`config.mk`:
```
export PLATFORM = sky130hd
export DESIGN_NAME = rau_queue
export DESIGN_NICKNAME = d
export VERILOG_FILES = /design/src/sv/rau_pkg.sv /design/src/sv/rau_queue.sv
export SDC_FILE = /design/constraint.sdc
export NUM_CORES = 1
export LEC_CHECK = 0
export ABC_AREA = 1
export BUFFER_PORTS_ARGS = -buffer_cell sky130_fd_sc_hd__buf_4
export CAP_MARGIN = 5
export CORE_ASPECT_RATIO = 0.5
export CORE_MARGIN = 3
export CORE_UTILIZATION = 55
export CTS_CLUSTER_SIZE = 14
export DETAILED_ROUTE_END_ITERATION = 12
export PLACE_DENSITY = 0.83
export SYNTH_ARGS = -nofsm -noshare
export SYNTH_HDL_FRONTEND = slang
export SYNTH_SLANG_ARGS = --single-unit
```
`constraint.sdc`:
```
create_clock -name aclk -period 15.37 [get_ports aclk]
set_clock_uncertainty 0.15 [all_clocks]
set_input_delay 2.3055 -clock aclk [delete_from_list [all_inputs] [get_ports aclk]]
set_output_delay 2.3055 -clock aclk [all_outputs]
set_load 0.02 [all_outputs]
```
`src/sv/rau_pkg.sv`:
```
// Shared types and constants for the rational arithmetic unit.
package rau_pkg;

    localparam int CMD_W    = 3;
    localparam int OPND_W   = 32;
    localparam int WIDE_W   = 64;
    localparam int RDEN_W   = 31;
    localparam int CODE_W   = 2;
    localparam int S_DATA_W = 136;
    localparam int M_DATA_W = 72;
    localparam int Q_DEPTH  = 2;
    localparam int Q_PTR_W  = $clog2(Q_DEPTH);
    localparam int Q_CNT_W  = $clog2(Q_DEPTH + 1);

    localparam logic [CMD_W-1:0] CMD_ADD  = 3'd0;
    localparam logic [CMD_W-1:0] CMD_SUB  = 3'd1;
    localparam logic [CMD_W-1:0] CMD_MUL  = 3'd2;
    localparam logic [CMD_W-1:0] CMD_DIV  = 3'd3;
    localparam logic [CMD_W-1:0] CMD_NEG  = 3'd4;
    localparam logic [CMD_W-1:0] CMD_NORM = 3'd5;

    localparam logic [CODE_W-1:0] ST_OK       = 2'd0;
    localparam logic [CODE_W-1:0] ST_ZERO_DEN = 2'd1;
    localparam logic [CODE_W-1:0] ST_OVERFLOW = 2'd2;

    localparam logic [CODE_W-1:0] ORD_LT = 2'd0;
    localparam logic [CODE_W-1:0] ORD_EQ = 2'd1;
    localparam logic [CODE_W-1:0] ORD_GT = 2'd2;

    typedef struct packed {
        logic              neg;
        logic [OPND_W-1:0] mag;
    } smag_t;

    typedef struct packed {
        logic [CMD_W-1:0] cmd;
        smag_t            an;
        smag_t            ad;
        smag_t            bn;
        smag_t            bd;
        logic             err;
        logic             dens_ok;
    } item_t;

endpackage

```
`src/sv/rau_queue.sv`:
```
// Short queue of classified items between front and back.
module rau_queue (
    input  logic           aclk,
    input  logic           aresetn,
    input  logic           push,
    input  rau_pkg::item_t push_item,
    output logic           full,
    input  logic           pop,
    output logic           empty,
    output rau_pkg::item_t head_item
);

    rau_pkg::item_t entry_reg [rau_pkg::Q_DEPTH];
    logic [rau_pkg::Q_PTR_W-1:0] wr_ptr_reg, rd_ptr_reg;
    logic [rau_pkg::Q_CNT_W-1:0] count_reg;

    assign full      = (count_reg == rau_pkg::Q_CNT_W'(rau_pkg::Q_DEPTH));
    assign empty     = (count_reg == '0);
    assign head_item = entry_reg[rd_ptr_reg];

    always_ff @(posedge aclk) begin
        if (push) begin
            entry_reg[wr_ptr_reg] <= push_item;
        end
    end

    always_ff @(posedge aclk) begin
        if (!aresetn) begin
            wr_ptr_reg <= '0;
            rd_ptr_reg <= '0;
            count_reg  <= '0;
        end else begin
            if (push) begin
                wr_ptr_reg <= wr_ptr_reg + 1'b1;
            end
            if (pop) begin
                rd_ptr_reg <= rd_ptr_reg + 1'b1;
            end
            if (push && !pop) begin
                count_reg <= count_reg + 1'b1;
            end else if (pop && !push) begin
                count_reg <= count_reg - 1'b1;
            end
        end
    end

endmodule

```
-- Yosys cells after proc, flatten, opt, wreduce, memory -nomap -nowiden
Memories as Yosys holds them, arrays and structs flattened. A register that Yosys moved wholly into a read port is not among the register bits.
Cells that the tools add are included.
- reductions and logical operators: 6
- $add $sub $neg: 4
- mux-type cells: 6
- eq/ne operators: 1
- operator list (kind ; count):
    $mux 1 ; 4
    $mux 2 ; 2
    $add 1x1->1 const B ; 2
    $add 2x1->2 const B ; 1
    $eq 2x2->1 const B ; 1
    $logic_and 1x1->1 ; 2
    $logic_not 1->1 ; 2
    $logic_not 2->1 ; 1
    $reduce_bool 2->1 ; 1
    $sub 2x1->2 const B ; 1
- flip-flop bits (word level): 4
- memories kept: 1
- output and inout bits: 139
- bits in writable memories: 274
- input port bits: 141
- memory list (name ; words ; bits a word ; rd ports ; clocked after Yosys merged registers in ; wr ports ; line ; RTL):
    entry_reg ; 2 ; 137 ; 1 ; 1 ; 1 ; rau_queue.sv:13 ; rau_pkg::item_t entry_reg [rau_pkg::Q_DEPTH];

-- Logic depth before layout (Yosys ltp)
Gate-level depths: netlist of the first run.
- depth in word-level cells: 4
- mapped depth: 8
- depth with buffers taken out: 8

-- Worst setup path before layout of the first run
OpenSTA, ideal clock, no wires.
- path type: in2reg
- from: in push
- to: mem entry_reg[0][0] in the netlist's numbering, enable pin
- path buffers: 0
- required time: 14.581 ns
- arrival time: 8.075 ns
- slack: 6.506 ns
- stages: 2
- cells stage by stage: inv_1 > nor2_1
- longest elaborated chain between the ends: 2
- RTL lines (what ; line ; RTL):
    start: declaration ; rau_queue.sv:5 ; input logic push,
    $mux 1 ; rau_queue.sv:22 ; if (push) begin
    $mux 1 (not written as such) ; rau_queue.sv:23 ; entry_reg[wr_ptr_reg] <= push_item;
    end: declaration ; rau_queue.sv:13 ;
No other way between the ends.

==> metrics, run 1 <==
outcome=completed; area leader, netlist=edfxtp_1; number of nets in the synthesized netlist=603; capturing element type of the critical path=primary output; I/O pins=280; Crit Path Max Fanout=70; count of pins over their slew limit=0; post-detailed-route via-to-cell ratio=5.15; detail-routed net length per standard cell=20.2 um; DPL Wire Length=13.8 mm; RSZ-0062 raised after global routing=false; r2r startpoint=wr_ptr_reg$_SDFFE_PN0P_; pin count of the biggest net entering global routing=78; starting density of the core=57.3%; Detailed Route WL=20.4 mm; crit path setup slack, layout=9940 ps; most frequent CP cell=buf_4; total negative setup slack=0 ps; area of the placeable core=0.0178 mm2; number of cells traversed by the worst register-to-register path=3; share of synthesized area occupied by flip-flops and latches=81.7%; Area Growth Syn to Fin=29.0%; Setup-failing EPs final=0; via count=5188; Clock transition at path regs=60 ps; max FFs per register=274; CTS sink cnt=279; worst setup slack for register-to-register paths=12320 ps; endpoint with the worst hold slack=count_reg[0]$_SDFFE_PN0P_; main combinational cell family by area after synthesis=multiplexers; CP peak stage delay=910 ps; arrival time at the worst endpoint=2970 ps; number of antenna violations at the first check in global routing=0; Die W=199 um; TritonCTS clock tree=yes; post-synthesis share of cell area spent on xor and xnor gates=0%; peak ir drop on the vdd network=90.8 uV; portion of netlist area occupied by mux cells=15.1%; setup slack at placement=10180 ps; simple logic cell fraction of the synthesized area=0.737%; count of cells along the worst hold path=2; critical path start-end classification=reg2out; slew at the pin with the worst max-slew slack=934 ps; Layout Nets=898; per-instance average area after synthesis=22.1 um2; warnings from Yosys=0; total die area=0.0203 mm2; number of levels the H-tree was split into=1; post-CTS resize count=0; post-synthesis adder-cell area fraction=0.123%; final hold slack=381 ps; final routed DRC violation total=0; number of antenna repair diodes=0; required time worst endpoint=12910 ps; Yosys top cell area share=80.7%; number of endpoints with negative hold slack in the final report=0; relative max-transition margin=37.7%; buffer depth of the longest clock path=3; number of standard cells after synthesis=461; flip-flop and latch count after synthesis=279; Area contributors post-synth=edfxtp_1 81%, mux2_2 15%, clkbuf_8 1.4%; cell row count=34; Critical Path Source Type=flop; library cells used by synthesis=13; gr usage total=19.4%; total setup buffers inserted after CTS=0; leftover overflow at the end of global routing=0; fraction of final layout cells sized beyond drive strength 1=58.5%; die height=102 um; cell at the slowest stage of the critical path=dfxtp_4; static power due to leakage=0.00493 uW; Max Cap Viol=0; Buffers on Ports=279; netlist area before placement=0.0102 mm2; FILL cells=1085; DRT Pass-1 Iters=4; reg-to-reg critical path endpoint=entry_reg[0][76]$_DFFE_PP_; time the final worst path needs with I/O delays and setup=5430 ps; Achievable Freq=184 MHz; share of the cycle needed by the critical path after routing=35.3%; Root Buffer=clkbuf_16; First DRT Iteration DRCs=258; share of the synthesized area in compound gates (AO/OA/AOI/OAI)=0.0982%; cells traversed along the worst timing path=buf_4 > mux2_2 > buf_4; power per cell area=126 mW/mm2; worst-skew pair later-pin latency=520 ps; DRT antenna net count=0; class of the tightest hold or removal check=reg2reg; start point of the worst min-delay path=count_reg[0]$_SDFFE_PN0P_; Post-CTS Hold Buffers=0; via count of the first global-routing pass=5486; number of buffers created by CTS=25; RD Place Congestion=0.734; global-route wire length before repair=29.8 mm
==> logic make-up (layout without fill, tap and decap cells) <==
group / after synthesis / in the layout
flip-flops: 279 / 279
multiplexers: 137 / 137
buffers and inverters: 23 / 335
AND/OR/NAND/NOR: 19 / 19
AO/OA/AOI/OAI: 2 / 2
adder cells (fa/ha/maj): 1 / 1
==> power breakdown <==
part	internal (uW)	switching [uW]	total, uW
logic	96.1	105	201
registers	881	14.2	896
clock network	307	249	556
==> cell usage after synthesis <==
master    count
clkbuf_8     10
buf_6         5
mux2_2      137
dfxtp_1       5
nor2_1        9
nand3_1       1
a21oi_1       1
ha_1          1
inv_1         8
edfxtp_1    274
nand2_1       8
o21ai_0       1
nand4_1       1
==> metal layers <==
layer	GRT usage (%)	wire [um]
met5	0	0
met4	7.61	809
met3	4.71	1020
met2	34.8	10700
met1	23.1	7820
==> cell usage in the layout, fill, tap and decap left out, types with 3 or more instances in the layout <==
master and count:
inv_6 3, nand2_1 8, nor2_1 8, buf_4 283, clkbuf_1 12, inv_1 7
dfxtp_1 4, clkbuf_16 25, mux2_2 137, clkinv_1 3, edfxtp_1 274
==> stage by stage <==
| stage | power [uW] | instance area [um2] | utilization (%) | instances |
|---|---|---|---|---|
| floorplan | 1020 | 10200 | - | 461 |
| global placement | 1110 | 12400 | 69.9 | 963 |
| detailed placement | 1120 | 12400 | 69.9 | 963 |
| CTS | 1670 | 13200 | 74.0 | 1007 |
| global route | 1720 | 13200 | 74.0 | 1007 |
| finish | 1650 | 13200 | 74.0 | 1007 |
==> area by class of cell <==
cell class | count | area (um2) | share of cell area, %
Inverter | 8 | 35.0 | 0.266
Multi-Input combinational cell | 159 | 1650 | 12.5
Sequential cell | 279 | 8330 | 63.4
Timing Repair Buffer | 283 | 2120 | 16.2
Tap cell | 234 | 293 | 2.23
Clock buffer | 38 | 684 | 5.20
Clock inverter | 6 | 33.8 | 0.257
==> how the worst max path moves through the flow <==
| stage | start | endpoint | slack (ps) | cells after the start |
|---|---|---|---|---|
| finish | flop | head_item[135] | 9940 | 3 |
| detailed placement | push | entry_reg[0][101]$_DFFE_PP_ | 10180 | 5 |
| CTS | flop | head_item[135] | 9910 | 3 |
| global placement | push | entry_reg[0][104]$_DFFE_PP_ | 10240 | 5 |
| global route | flop | head_item[113] | 9730 | 3 |
| floorplan | push | entry_reg[0][0]$_DFFE_PP_ | 6510 | 2 |
==> critical path, delay by kind of cell, from the launching register on <==
kind,cells,cell delay [ps]
buffers and inverters,2,1000
DFF,1,910
muxes,1,430
(Power assumes the default switching activity.)
==> run 2, diff against run 1 <==
Settings changed: CORE_UTILIZATION 55 to 52, PLACE_DENSITY 0.83 to 0.79.
Clock period 15.37 ns to 5.47 ns, I/O delays scaled along.
==> metrics, run 2 (same netlist as run 1, synthesis figures left out) <==
outcome=completed; post-CTS resize count=0 (unchanged); number of endpoints with negative hold slack in the final report=0 (unchanged); count of pins over their slew limit=0 (unchanged); via count=5277 (+1.7%); Worst setup endpoint=head_item[29]; relative max-transition margin=34.0% (-3.7 points); die height=105 um (+2.7%); RSZ-0062 raised after global routing=false; Crit Path Max Fanout=74 (+5.7%); total die area=0.0214 mm2 (+5.5%); number of levels the H-tree was split into=1 (unchanged); TritonCTS clock tree=yes; Setup-failing EPs final=0 (unchanged); fraction of final layout cells sized beyond drive strength 1=58.7% (+0.21 points); area of the placeable core=0.0188 mm2 (+5.7%); via count of the first global-routing pass=5564 (+1.4%); total negative setup slack=0 ps (unchanged); DRT antenna net count=0 (unchanged); total setup buffers inserted after CTS=0 (unchanged); Post-CTS Hold Buffers=0 (unchanged); CTS sink cnt=279 (unchanged); DRT Pass-1 Iters=4 (unchanged); Clock transition at path regs=60 ps (about the same); number of antenna repair diodes=0 (unchanged); top routing layer in use=met4; Root Buffer=clkbuf_16; met1 wire length=7.77 mm (-0.66%); pin count of the biggest net entering global routing=102 (+31%); I/O pins=280 (unchanged); capturing element type of the critical path=primary output; detail-routed net length per standard cell=20.3 um (+0.35%); Buffers on Ports=279 (unchanged); Die W=204 um (+2.8%); reg-to-reg critical path endpoint=entry_reg[1][35]$_DFFE_PP_; Critical Path Source Type=flop; worst setup slack for register-to-register paths=3030 ps (-9290 ps); arrival time at the worst endpoint=2620 ps (-350 ps); cell total after placement=990 (+2.8%); Achievable Freq=279 MHz; required time worst endpoint=4500 ps (-8410 ps); critical path start-end classification=reg2out; number of buffers created by CTS=25 (unchanged); buffer depth of the longest clock path=3 (unchanged); wire length on met2=11.4 mm (+6.0%); Max Cap Viol=0 (unchanged); count of placed standard cells in the final layout, fillers left out=1031 (+2.4%); share of the cycle needed by the critical path after routing=65.6%; FILL cells=1196 (+10%); global-route wire length before repair=31.3 mm (+4.8%); final routed DRC violation total=0 (unchanged); flip-flop and latch area=0.00833 mm2 (unchanged); First DRT Iteration DRCs=328 (+27%); number of antenna violations at the first check in global routing=0 (unchanged); met3 WL post-DR=1.02 mm (-0.49%); peak ir drop on the vdd network=253 uV (+180%); r2r startpoint=wr_ptr_reg$_SDFFE_PN0P_; DPL Wire Length=13.9 mm (+0.87%); Area Growth Syn to Fin=29.8%; leftover overflow at the end of global routing=0 (unchanged); worst-skew pair later-pin latency=500 ps (-20 ps); time the final worst path needs with I/O delays and setup=3590 ps; number of cells traversed by the worst register-to-register path=3 (unchanged); Layout Nets=900 (+0.22%); Power Total=4720 uW (+190%); cell row count=35 (+2.9%); gr usage total=19.0% (-0.35 points); RD Place Congestion=0.748 (+1.9%); class of the tightest hold or removal check=in2reg; static power due to leakage=0.00495 uW (+0.50%); starting density of the core=54.3% (-3.1 points); combined area of the multi-input logic cells=0.00165 mm2 (unchanged); Detailed Route WL=20.9 mm (+2.7%); max FFs per register=274 (unchanged); highest-count cells in the layout ignoring fill and taps=284 x buf_4, 274 x edfxtp_1, 137 x mux2_2; slew at the pin with the worst max-slew slack=990 ps (+55.8 ps); power per cell area=357 mW/mm2 (+180%); post-detailed-route via-to-cell ratio=5.12 (-0.65%); most common cell after layout, fill and taps aside=buf_4
## run 2: cell count changes in the layout (fill, tap and decap cells not counted), sizes merged
cell | before | now
buf | 283 | 285
bufinv | 0 | 2
clkinv | 4 | 6
clkbuf | 38 | 33
inv | 10 | 8
## run 2: final cells by class
| class | instances | share of cell area [%] |
|---|---|---|
| Multi-Input combinational cell | 159 | 12.5 |
| Inverter | 8 | 0.265 |
| Timing Repair Buffer | 285 | 16.3 |
| Tap cell | 259 | 2.45 |
| Sequential cell | 279 | 63.0 |
| Clock inverter | 8 | 0.634 |
| Clock buffer | 33 | 4.96 |
## run 2: per-layer routing
metal	global-route usage, %	vias to the layer above
met3	3.80	47
met5	0	-
met2	35.1	168
met4	7.11	0
li1	-	2402
met1	22.0	2660
## run 2: worst min-delay path by stage
stage,startpoint,cells past startpoint,endpoint
2_1_floorplan,rd_ptr_reg$_SDFFE_PN0P_,2,flop
3_3_place_gp,rd_ptr_reg$_SDFFE_PN0P_,2,rd_ptr_reg$_SDFFE_PN0P_
3_5_place_dp,rd_ptr_reg$_SDFFE_PN0P_,2,flop
4_1_cts,push_item[7],1,entry_reg[1][7]$_DFFE_PP_
5_1_grt,push_item[24],1,entry_reg[0][24]$_DFFE_PP_
6_report,push_item[73],1,entry_reg[1][73]$_DFFE_PP_
## run 2: critical path, cell delays in order, from the launching register on
cell,delay [ps]
dfxtp_4,970
buf_4,510
mux2_2,400
buf_4,160
## run 2: metrics by stage
stage / hold slack (ps) / worst slack [ps] / cell area [um2] / utilization, %
global placement: 327 / 2380 / 12500 / 66.5
CTS: 324 / 1830 / 13200 / 70.4
finish: 345 / 1880 / 13200 / 70.4
global route: 315 / 1720 / 13200 / 70.4
floorplan: 313 / 480 / 10200 / -
detailed placement: 351 / 2380 / 12500 / 66.5
## run 2: report_power, final
part,leakage (uW),internal (uW),switching [uW]
combinational,0.00198,273,298
sequential,0.00261,2480,40.9
clock,0.000358,929,701
