==> src/sv/rau_pkg.sv <==
// Shared types and constants for the rational arithmetic unit.
package rau_pkg;

    localparam int CMD_W    = 3;
    localparam int OPND_W   = 32;
    localparam int WIDE_W   = 64;
    localparam int RDEN_W   = 31;
    localparam int CODE_W   = 2;
    localparam int S_DATA_W = 136;
    localparam int M_DATA_W = 72;
    localparam int Q_DEPTH  = 2;
    localparam int Q_PTR_W  = $clog2(Q_DEPTH);
    localparam int Q_CNT_W  = $clog2(Q_DEPTH + 1);

    localparam logic [CMD_W-1:0] CMD_ADD  = 3'd0;
    localparam logic [CMD_W-1:0] CMD_SUB  = 3'd1;
    localparam logic [CMD_W-1:0] CMD_MUL  = 3'd2;
    localparam logic [CMD_W-1:0] CMD_DIV  = 3'd3;
    localparam logic [CMD_W-1:0] CMD_NEG  = 3'd4;
    localparam logic [CMD_W-1:0] CMD_NORM = 3'd5;

    localparam logic [CODE_W-1:0] ST_OK       = 2'd0;
    localparam logic [CODE_W-1:0] ST_ZERO_DEN = 2'd1;
    localparam logic [CODE_W-1:0] ST_OVERFLOW = 2'd2;

    localparam logic [CODE_W-1:0] ORD_LT = 2'd0;
    localparam logic [CODE_W-1:0] ORD_EQ = 2'd1;
    localparam logic [CODE_W-1:0] ORD_GT = 2'd2;

    typedef struct packed {
        logic              neg;
        logic [OPND_W-1:0] mag;
    } smag_t;

    typedef struct packed {
        logic [CMD_W-1:0] cmd;
        smag_t            an;
        smag_t            ad;
        smag_t            bn;
        smag_t            bd;
        logic             err;
        logic             dens_ok;
    } item_t;

endpackage

==> src/sv/rau_front.sv <==
// Front end: takes input items, splits operands into sign and magnitude, flags errors.
module rau_front (
    input  logic                          s_tvalid,
    output logic                          s_tready,
    input  logic [rau_pkg::S_DATA_W-1:0]  s_tdata,
    input  logic                          q_full,
    output logic                          q_push,
    output rau_pkg::item_t                q_item
);

    function automatic rau_pkg::smag_t to_smag(input logic [rau_pkg::OPND_W-1:0] x);
        rau_pkg::smag_t r;
        r.neg = x[rau_pkg::OPND_W-1];
        r.mag = r.neg ? (~x + 1'b1) : x;
        return r;
    endfunction

    logic [rau_pkg::CMD_W-1:0] cmd;
    rau_pkg::smag_t an, ad, bn, bd;
    logic uses_b;

    assign cmd = s_tdata[2:0];
    assign an  = to_smag(s_tdata[34:3]);
    assign ad  = to_smag(s_tdata[66:35]);
    assign bn  = to_smag(s_tdata[98:67]);
    assign bd  = to_smag(s_tdata[130:99]);
    assign uses_b = (cmd == rau_pkg::CMD_ADD) || (cmd == rau_pkg::CMD_SUB) ||
                    (cmd == rau_pkg::CMD_MUL) || (cmd == rau_pkg::CMD_DIV);

    assign s_tready = !q_full;
    assign q_push   = s_tvalid && !q_full;

    always_comb begin
        q_item.cmd     = cmd;
        q_item.an      = an;
        q_item.ad      = ad;
        q_item.bn      = bn;
        q_item.bd      = bd;
        q_item.dens_ok = (ad.mag != '0) && (bd.mag != '0);
        q_item.err     = (ad.mag == '0) || (uses_b && (bd.mag == '0)) ||
                         ((cmd == rau_pkg::CMD_DIV) && (bn.mag == '0));
    end

endmodule

==> config.mk <==
export PLATFORM = sky130hd
export DESIGN_NAME = rau_front
export DESIGN_NICKNAME = d
export VERILOG_FILES = /design/src/sv/rau_pkg.sv /design/src/sv/rau_front.sv
export SDC_FILE = /design/constraint.sdc
export NUM_CORES = 1
export LEC_CHECK = 0
export ABC_CLOCK_PERIOD_IN_PS = 4400
export BUFFER_PORTS_ARGS = -buffer_cell sky130_fd_sc_hd__buf_2
export CORE_AREA = 2 2 107 109
export DETAILED_ROUTE_END_ITERATION = 12
export DIE_AREA = 0 0 109 111
export PLACE_DENSITY = 0.68
export REMOVE_ABC_BUFFERS = 1
export SLEW_MARGIN = 20
export SYNTH_ARGS = -nofsm -noshare
export SYNTH_HDL_FRONTEND = slang
export SYNTH_SLANG_ARGS = --single-unit
==> constraint.sdc <==
create_clock -name vclk -period 4.4
set_clock_uncertainty 0.05 [all_clocks]
set_input_delay 0.44 -clock vclk [all_inputs]
set_output_delay 0.44 -clock vclk [all_outputs]
set_load 0.02 [all_outputs]
; ---- Yosys cells after proc, flatten, opt, wreduce, memory -nomap -nowiden
; Cells that the tools add are included.
[totals]
ff_bits = 0
in_bits = 138
word_cells = 31
[classes]
n_addsub = 4
n_eq_ne = 3
muxes = 4
bitwise_logic = 4
reduce_logical = 16
[op_table]
columns = operator, n
row1 = "32-bit by 1-bit adder with 32-bit output, second input constant", 4
row2 = 32-bit two-way mux, 4
row3 = 32-bit inverter, 4
row4 = 32-bit zero test, 3
row5 = 32-bit nonzero test, 2
row6 = "3-bit by 2-bit equality test with 1-bit output, second input constant", 2
row7 = 1-bit logical OR, 5
row8 = 1-bit logical AND, 4
row9 = "3-bit by 1-bit equality test with 1-bit output, second input constant", 1
row10 = 3-bit zero test, 1
row11 = 1-bit zero test, 1

; ---- Depth between registers and ports, before layout
; Gate-level depths: netlist of run 1.
[logic_depth]
depth_word = 7
depth_mapped = 11
mapped_depth_nobuf = 10

; ---- Worst setup path before layout of run 1
; OpenSTA, ideal clock, no wires.
[synth_path]
kind = in2out
startpoint = input port s_tdata[106] in the netlist's numbering
endpoint = output port q_item[1] in the netlist's numbering
arrival_ns = 3.418
setup_slack_ns = 0.492
cell_stages = 9
n_path_buf = 1
cell_sequence = buf_2 > or3_1 > or4_1 > or4_1 > mux2_1 > a32oi_1 > or3_1 > or4_1 > o211ai_1
[synth_rtl]
columns = item, line_no
row1 = start: declaration, rau_front.sv:5  ; input logic [rau_pkg::S_DATA_W-1:0] s_tdata,
row2 = end: declaration, rau_front.sv:8  ; output rau_pkg::item_t q_item

==> results of run 1 <==
==> logic make-up after synthesis <==
logic type | share of synthesized area [%]
buffers and inverters | 7.14
multiplexers | 1.20
AO/OA/AOI/OAI | 23.2
AND/OR/NAND/NOR | 39.1
adder cells (fa/ha/maj) | 1.41
XOR/XNOR | 28.0
==> metrics by stage <==
stage	std cells	setup slack [ps]	cell area (um^2)	power, mW
finish	920	271	4990	0.638
global route	920	117	4990	0.690
floorplan	492	548	3350	0.351
global placement	920	296	4990	0.637
detailed placement	920	275	4990	0.638
CTS	920	277	4990	0.640
==> area by class of cell <==
cell class,count,share of cell area [%]
Inverter,13,0.977
Tap cell,143,3.58
Multi-Input combinational cell,479,66.2
Timing Repair Buffer,285,29.2
==> path summary, 6_finish.rpt <==
check	to	from	cells past startpoint
max	q_item[0]	s_tdata[45]	11
min	q_item[135]	s_tdata[1]	2
==> where the power goes <==
| group | switching, mW | internal (mW) | total [mW] |
|---|---|---|---|
| combinational | 0.401 | 0.237 | 0.638 |
| clock | 0 | 0 | 0 |
| sequential | 0 | 0 | 0 |
| total | 0.401 | 0.237 | 0.638 |
==> layer usage <==
metal | vias up | part of all wire, % | GRT usage, %
li1 | 2507 | - | -
met1 | 2225 | 43 | 26.7
met2 | 192 | 48 | 37.1
met3 | 24 | 6.5 | 2.41
met4 | 0 | 2.0 | 3.93
met5 | - | 0 | 0
==> critical path, delay by kind of cell <==
kind                   cells  cell delay [ps]
AND/OR/NAND/NOR            6             2050
buffers and inverters      3              540
multiplexers               1              360
AO/OA/AOI/OAI              1              250
==> synthesized netlist by cell type, drive strengths merged (8+ instances only) <==
master / instances / share of area, %
or4: 30 / 6.5
inv: 13 / 1.4
nor3: 29 / 4.1
xor2: 15 / 3.7
nor4: 23 / 4.0
o41ai: 22 / 5.9
nand3: 8 / 1.1
o21ai: 40 / 5.6
nand2: 42 / 4.4
buf: 17 / 3.3
or3: 18 / 3.4
or2: 14 / 2.5
o31ai: 19 / 4.0
clkbuf: 23 / 2.4
nor2: 28 / 3.0
a21oi: 9 / 1.3
xnor2: 99 / 24
==> run metrics, run 1 <==
outcome completed; area occupied by multi-input gates 3310 um^2; CP max stage cell or4_1; die area 12,100 um^2; leading cell types in the layout, fill and taps excluded buf_2 (272), xnor2_1 (99), nand2_1 (42); layout cells sized above 1 38.5%; crit path max fanout 9; number of global-route vias before repair 4,551; post-route ant nets 0; placer congestion estimate 0.908; maxcap violations 0; Avg WL per Cell 14.6 um; Ys Warns 0; nets 921; vias post-DR 4,948; gr ovfl total 0; Worst Path Required 3910 ps; hold_ws 1060 ps; HPWL after DPL 11.4 mm; CP dominant cell by count buf_2; Max VDD drop 0.000107 V; Reg area 0 um^2; Layout Utilization 45.1%; Final Hold Vio Count 0; Crit Path Category in -> out; die width 109 um; # DRC 0; crit path time final 4130 ps; syn_area_per_cell 6.69 um^2; Post-Syn Instances 532; diode count 0; Hold Buf Count CTS 0; Starting Density 32.1%; post-DR vias/cell 5.38; sequential cells 0; cell area after synthesis 3560 um^2; Worst Setup Start Kind primary input; Peak Freq 0.242 GHz; Row Count 39; first-pass iteration count of the detailed router 4; Post-Route WL 13.4 mm; initial antenna violation count 0; Post-CTS Setup Repair Bufs 0; Worst-Margin Slew 734 ps; most common cell after layout, fill and taps aside buf_2; critical path arrival 3640 ps; Area Overhead vs Synth 40.2%; largest net degree at the start of global routing 46; core area 11,100 um^2; crit-path cells buf_2 > or4_4 > or4_1 > buf_4 > nor3_1 > mux2_1 > a211oi_1 > nand4b_1 > or3_1 > and2_1 > buf_2; part of the cycle the worst path needs 93.8%; # port buffers 272; RSZ-0062 raised after global routing false; Slew HR 51.1%; Seq/Total Area, Yosys 0%; fillers 1,196; Slew Viols, Final 0; I/O pin total 277; Resize count post-CTS 0; crit-path max cell delay 620 ps; HP Class in -> out; Setup TNS 0 ps; Die Y 111 um; first-pass GRT wire length 21.4 mm; Yosys cell types 59; leakage dissipation 2.05 nW; clkbuf count 0; PwrDens 128 nW/um^2; critical path capture point type output port; GRT Total Usage 20.8%; Setup-failing EPs final 0; initial DRC count 268
(Power assumes the default switching activity.)
==> run 2: changes to the inputs <==
--- a/config.mk
+++ b/config.mk
@@ -10,6 +10,7 @@
 export CORE_AREA = 2 2 107 109
 export DETAILED_ROUTE_END_ITERATION = 12
 export DIE_AREA = 0 0 109 111
+export MAX_ROUTING_LAYER = met4
 export PLACE_DENSITY = 0.68
 export REMOVE_ABC_BUFFERS = 1
 export SLEW_MARGIN = 20
==> run 2 against run 1 <==
Global-route usage rose by 0.55 points. Core utilization did not move. Die area is the same. Power hardly changed. Critical path depth did not move. Count of clock-buffer cells in the layout unchanged. Routed wire length up 0.18%. Critical endpoint unchanged. Largest cell class unchanged. Highest routed layer unchanged.
==> run metrics, run 2 (synthesis results as in run 1) <==
Worst Setup Start Kind primary input (unchanged); I/O pin total 277 (unchanged); sequential cells 0 (unchanged); gr ovfl total 0 (unchanged); Slew Viols, Final 0 (unchanged); HP Class in -> out (unchanged); placer congestion estimate 0.924 (was 0.908); die width 109 um (unchanged); Die Y 111 um (unchanged); # DRC 0 (unchanged); Reg area 0 um^2 (unchanged); crit path time final 4130 ps (about the same); post-route ant nets 0 (unchanged); first-pass GRT wire length 21.4 mm (about the same); nets 921 (unchanged); initial DRC count 282 (was 268); Setup TNS 0 ps (unchanged); Final Hold Vio Count 0 (unchanged); first-pass iteration count of the detailed router 4 (unchanged); placed insts 920 (unchanged); crit-path leading delay family simple AND/OR/NAND/NOR gates (unchanged); Resize count post-CTS 0 (unchanged); number of global-route vias before repair 4,552 (was 4,551); vias post-DR 4,959 (was 4,948); leading cell types in the layout, fill and taps excluded buf_2 (272), xnor2_1 (99), nand2_1 (42) (unchanged); Row Count 39 (unchanged); Final Non-Filler Cells 920 (unchanged); Post-Route WL 13.4 mm (about the same); crit path max fanout 9 (unchanged); setup ws final 269 ps (was 271 ps); Avg WL per Cell 14.6 um (about the same); post-DR vias/cell 5.39 (was 5.38); Final Total Pwr 0.639 mW (was 0.638 mW); largest net degree at the start of global routing 46 (unchanged); layout cells sized above 1 38.5% (unchanged); Max VDD drop 0.000107 V (about the same); CP max stage cell or4_1 (unchanged); Crit Path Category in -> out (unchanged); maxcap violations 0 (unchanged); RSZ-0062 raised after global routing false (unchanged); crit-path cells buf_2 > or4_4 > or4_1 > buf_4 > nor3_1 > mux2_1 > a211oi_1 > nand4b_1 > or3_1 > and2_1 > buf_2 (unchanged); Post-CTS Setup Repair Bufs 0 (unchanged); hold_ws 1060 ps (unchanged); die area 12,100 um^2 (unchanged); Worst Path Required 3910 ps (about the same); post-route cell area 4990 um^2 (unchanged); Peak Freq 0.242 GHz (about the same); Layout Utilization 45.1% (unchanged); Setup-failing EPs final 0 (unchanged); CP bufs+invs 3 (unchanged); Area Overhead vs Synth 40.2% (unchanged); critical path capture point type output port (unchanged); CP dominant cell by count buf_2 (unchanged); GRT Total Usage 21.4% (was 20.8%); initial antenna violation count 0 (unchanged); outcome completed (unchanged); Worst-Margin Slew 742 ps (was 734 ps); PwrDens 128 nW/um^2 (about the same); leakage dissipation 2.05 nW (unchanged); part of the cycle the worst path needs 93.9% (was 93.8%); # port buffers 272 (unchanged); diode count 0 (unchanged); crit-path max cell delay 620 ps (about the same); Starting Density 32.1% (unchanged); critical path arrival 3640 ps (about the same); Placement Setup Slack 275 ps (unchanged); core area 11,100 um^2 (unchanged); Slew HR 50.6% (was 51.1%); Hold Buf Count CTS 0 (unchanged); most common cell after layout, fill and taps aside buf_2 (unchanged); Placed Area 4990 um^2 (unchanged); clkbuf count 0 (unchanged); HPWL after DPL 11.4 mm (unchanged)
==> run 2: cell type report <==
cell class,instances,area [um^2]
tap,143,179
inverter,13,48.8
timing repair buffer,285,1460
multi-input combinational,479,3310
fill,1196,6080
==> run 2: where the power goes <==
part	switching, mW	internal (mW)	total, mW
Combinational	0.401	0.237	0.639
Sequential	0	0	0
Clock	0	0	0
Total	0.401	0.237	0.639
==> run 2: final timing paths <==
path                        start           to  slack [ps]  depth (start not counted)
worst min-delay path   s_tdata[1]  q_item[135]        1060                          2
worst max-delay path  s_tdata[45]    q_item[0]         270                         11
==> run 2: routing by layer <==
layer / up-vias / track usage, % / share of wire [%]
li1: 2509 / - / -
met1: 2257 / 27.2 / 44
met2: 169 / 37.1 / 49
met3: 24 / 1.47 / 5.2
met4: 0 / 3.93 / 2.0
met5: - / - / 0
==> run 3: changes to the inputs <==
--- a/config.mk
+++ b/config.mk
@@ -12,6 +12,7 @@
 export DIE_AREA = 0 0 109 111
 export MAX_ROUTING_LAYER = met4
 export PLACE_DENSITY = 0.68
+export RECOVER_POWER = 25
 export REMOVE_ABC_BUFFERS = 1
 export SLEW_MARGIN = 20
 export SYNTH_ARGS = -nofsm -noshare
==> run 3 against run 2 <==
Design area shrank 0.83%. Worst setup slack lost 1.6 ps. Non-clock buffer count is the same. Final cell count is the same. Hold slack gained 27 ps. Global-route usage is the same. Sequential share of layout area is the same. Maximum frequency is essentially flat. Combinational power shrank 0.9%. Count of clock-buffer cells in the layout is the same. Sequential cell count is the same. Critical endpoint unchanged.
==> run metrics, run 3 (synthesis results as in run 1) <==
outcome completed (unchanged); layout cells sized above 1 34.5% (was 38.5%); critical path arrival 3640 ps (about the same); Crit Path Category in -> out (unchanged); CP dominant cell by count buf_2 (unchanged); crit-path max cell delay 620 ps (about the same); Layout Utilization 44.7% (was 45.1%); HP Class in -> out (unchanged); die area 12,100 um^2 (unchanged); Placement Setup Slack 275 ps (unchanged); crit-path cells buf_2 > or4_4 > or4_1 > buf_4 > nor3_1 > mux2_1 > a211oi_1 > nand4b_1 > or3_1 > and2_1 > buf_2 (unchanged); most common cell after layout, fill and taps aside buf_2 (unchanged); register share of total power 0% (about the same); core area 11,100 um^2 (unchanged); clock power share 0% (about the same); grt met1 use 27.2% (unchanged); Sw Ratio 63.6% (was 62.9%); Post-Route WL 13.5 mm (was 13.4 mm); post-route ant nets 0 (unchanged); Worst Setup SP s_tdata[45] (unchanged); vias post-DR 4,973 (was 4,959); setup ws final 267 ps (was 269 ps); Max VDD drop 0.000103 V (was 0.000107 V); diode count 0 (unchanged); gr ovfl total 0 (unchanged); Int Pwr 0.231 mW (was 0.237 mW); hold_sp s_tdata[1] (unchanged); leakage dissipation 1.96 nW (was 2.05 nW); leading cell types in the layout, fill and taps excluded buf_2 (242), xnor2_1 (99), nand2_1 (42) (was buf_2 (272), xnor2_1 (99), nand2_1 (42)); Hold Buf Count CTS 0 (unchanged); Peak Freq 0.242 GHz (about the same); Worst Path Required 3910 ps (about the same); Area Overhead vs Synth 39.1% (was 40.2%); initial antenna violation count 0 (unchanged); Slew HR 20.7% (was 50.6%); hold_ws 1090 ps (was 1060 ps); Switching Power 0.402 mW (was 0.401 mW); GRT Total Usage 21.4% (unchanged); first-pass GRT wire length 21.4 mm (unchanged); largest net degree at the start of global routing 46 (unchanged); Starting Density 32.1% (unchanged); met2 Use GR 37.1% (unchanged); Slew Viols, Final 0 (unchanged); I/O pin total 277 (unchanged); Final Hold Vio Count 0 (unchanged); # port buffers 272 (unchanged); Die Y 111 um (unchanged); maxcap violations 0 (unchanged); sequential cells 0 (unchanged); crit path time final 4130 ps (about the same); # DRC 0 (unchanged); power share of the combinational group 100.0% (about the same); CP max stage cell or4_1 (unchanged); post-DR vias/cell 5.41 (was 5.39); Avg WL per Cell 14.6 um (about the same); Row Count 39 (unchanged); M3 GR Usage 1.47% (unchanged); Worst Setup Start Kind primary input (unchanged); critical path capture point type output port (unchanged); die width 109 um (unchanged); HPWL after DPL 11.4 mm (unchanged); fillers 1,216 (was 1,196); crit path max fanout 9 (unchanged); busiest layer in global routing met2 (unchanged); part of the cycle the worst path needs 93.9% (about the same); Setup TNS 0 ps (unchanged); Worst-Margin Slew 1190 ps (was 742 ps); Setup-failing EPs final 0 (unchanged); nets 921 (unchanged); Post-CTS Setup Repair Bufs 0 (unchanged); initial DRC count 341 (was 282); number of global-route vias before repair 4,552 (unchanged); clkbuf count 0 (unchanged); Resize count post-CTS 0 (unchanged); PwrDens 128 nW/um^2 (about the same); RSZ-0062 raised after global routing false (unchanged); Reg area 0 um^2 (unchanged); placer congestion estimate 0.924 (unchanged); first-pass iteration count of the detailed router 5 (was 4)
-- run 3: per-layer routing --
layer / part of all wire [%] / vias to the layer above
li1: - / 2511
met1: 44 / 2249
met2: 48 / 191
met3: 5.5 / 22
met4: 1.8 / 0
met5: 0 / -
-- run 3: layout make-up --
class	count	area, um^2	area share (%)
timing repair buffer	285	1420	28.6
multi-input combinational	479	3310	66.8
inverter	13	48.8	0.986
tap	143	179	3.61
-- run 3: final timing paths --
path,end,slack [ps],depth (start not counted)
max,q_item[0],270,11
min,q_item[135],1090,2
-- run 3: stage by stage --
stage | instances | total power, mW | instance area (um^2)
after CTS | 920 | 0.640 | 4990
after floorplan | 492 | 0.351 | 3350
after detailed placement | 920 | 0.638 | 4990
after global routing | 920 | 0.683 | 4950
after global placement | 920 | 0.637 | 4990
final | 920 | 0.633 | 4950
-- run 3: power groups by stage --
stage                     combinational (mW)  sequential (mW)  clock (mW)
after CTS                              0.640                0           0
after global routing                   0.683                0           0
final                                  0.633                0           0
after floorplan                        0.351                0           0
after detailed placement               0.638                0           0
after global placement                 0.637                0           0
-- run 3: worst max-delay path: cells and delay by family --
| family | cells | cell delay [ps] |
|---|---|---|
| AO/OA/AOI/OAI | 1 | 250 |
| AND/OR/NAND/NOR | 6 | 2050 |
| buffers and inverters | 3 | 540 |
| multiplexers | 1 | 360 |
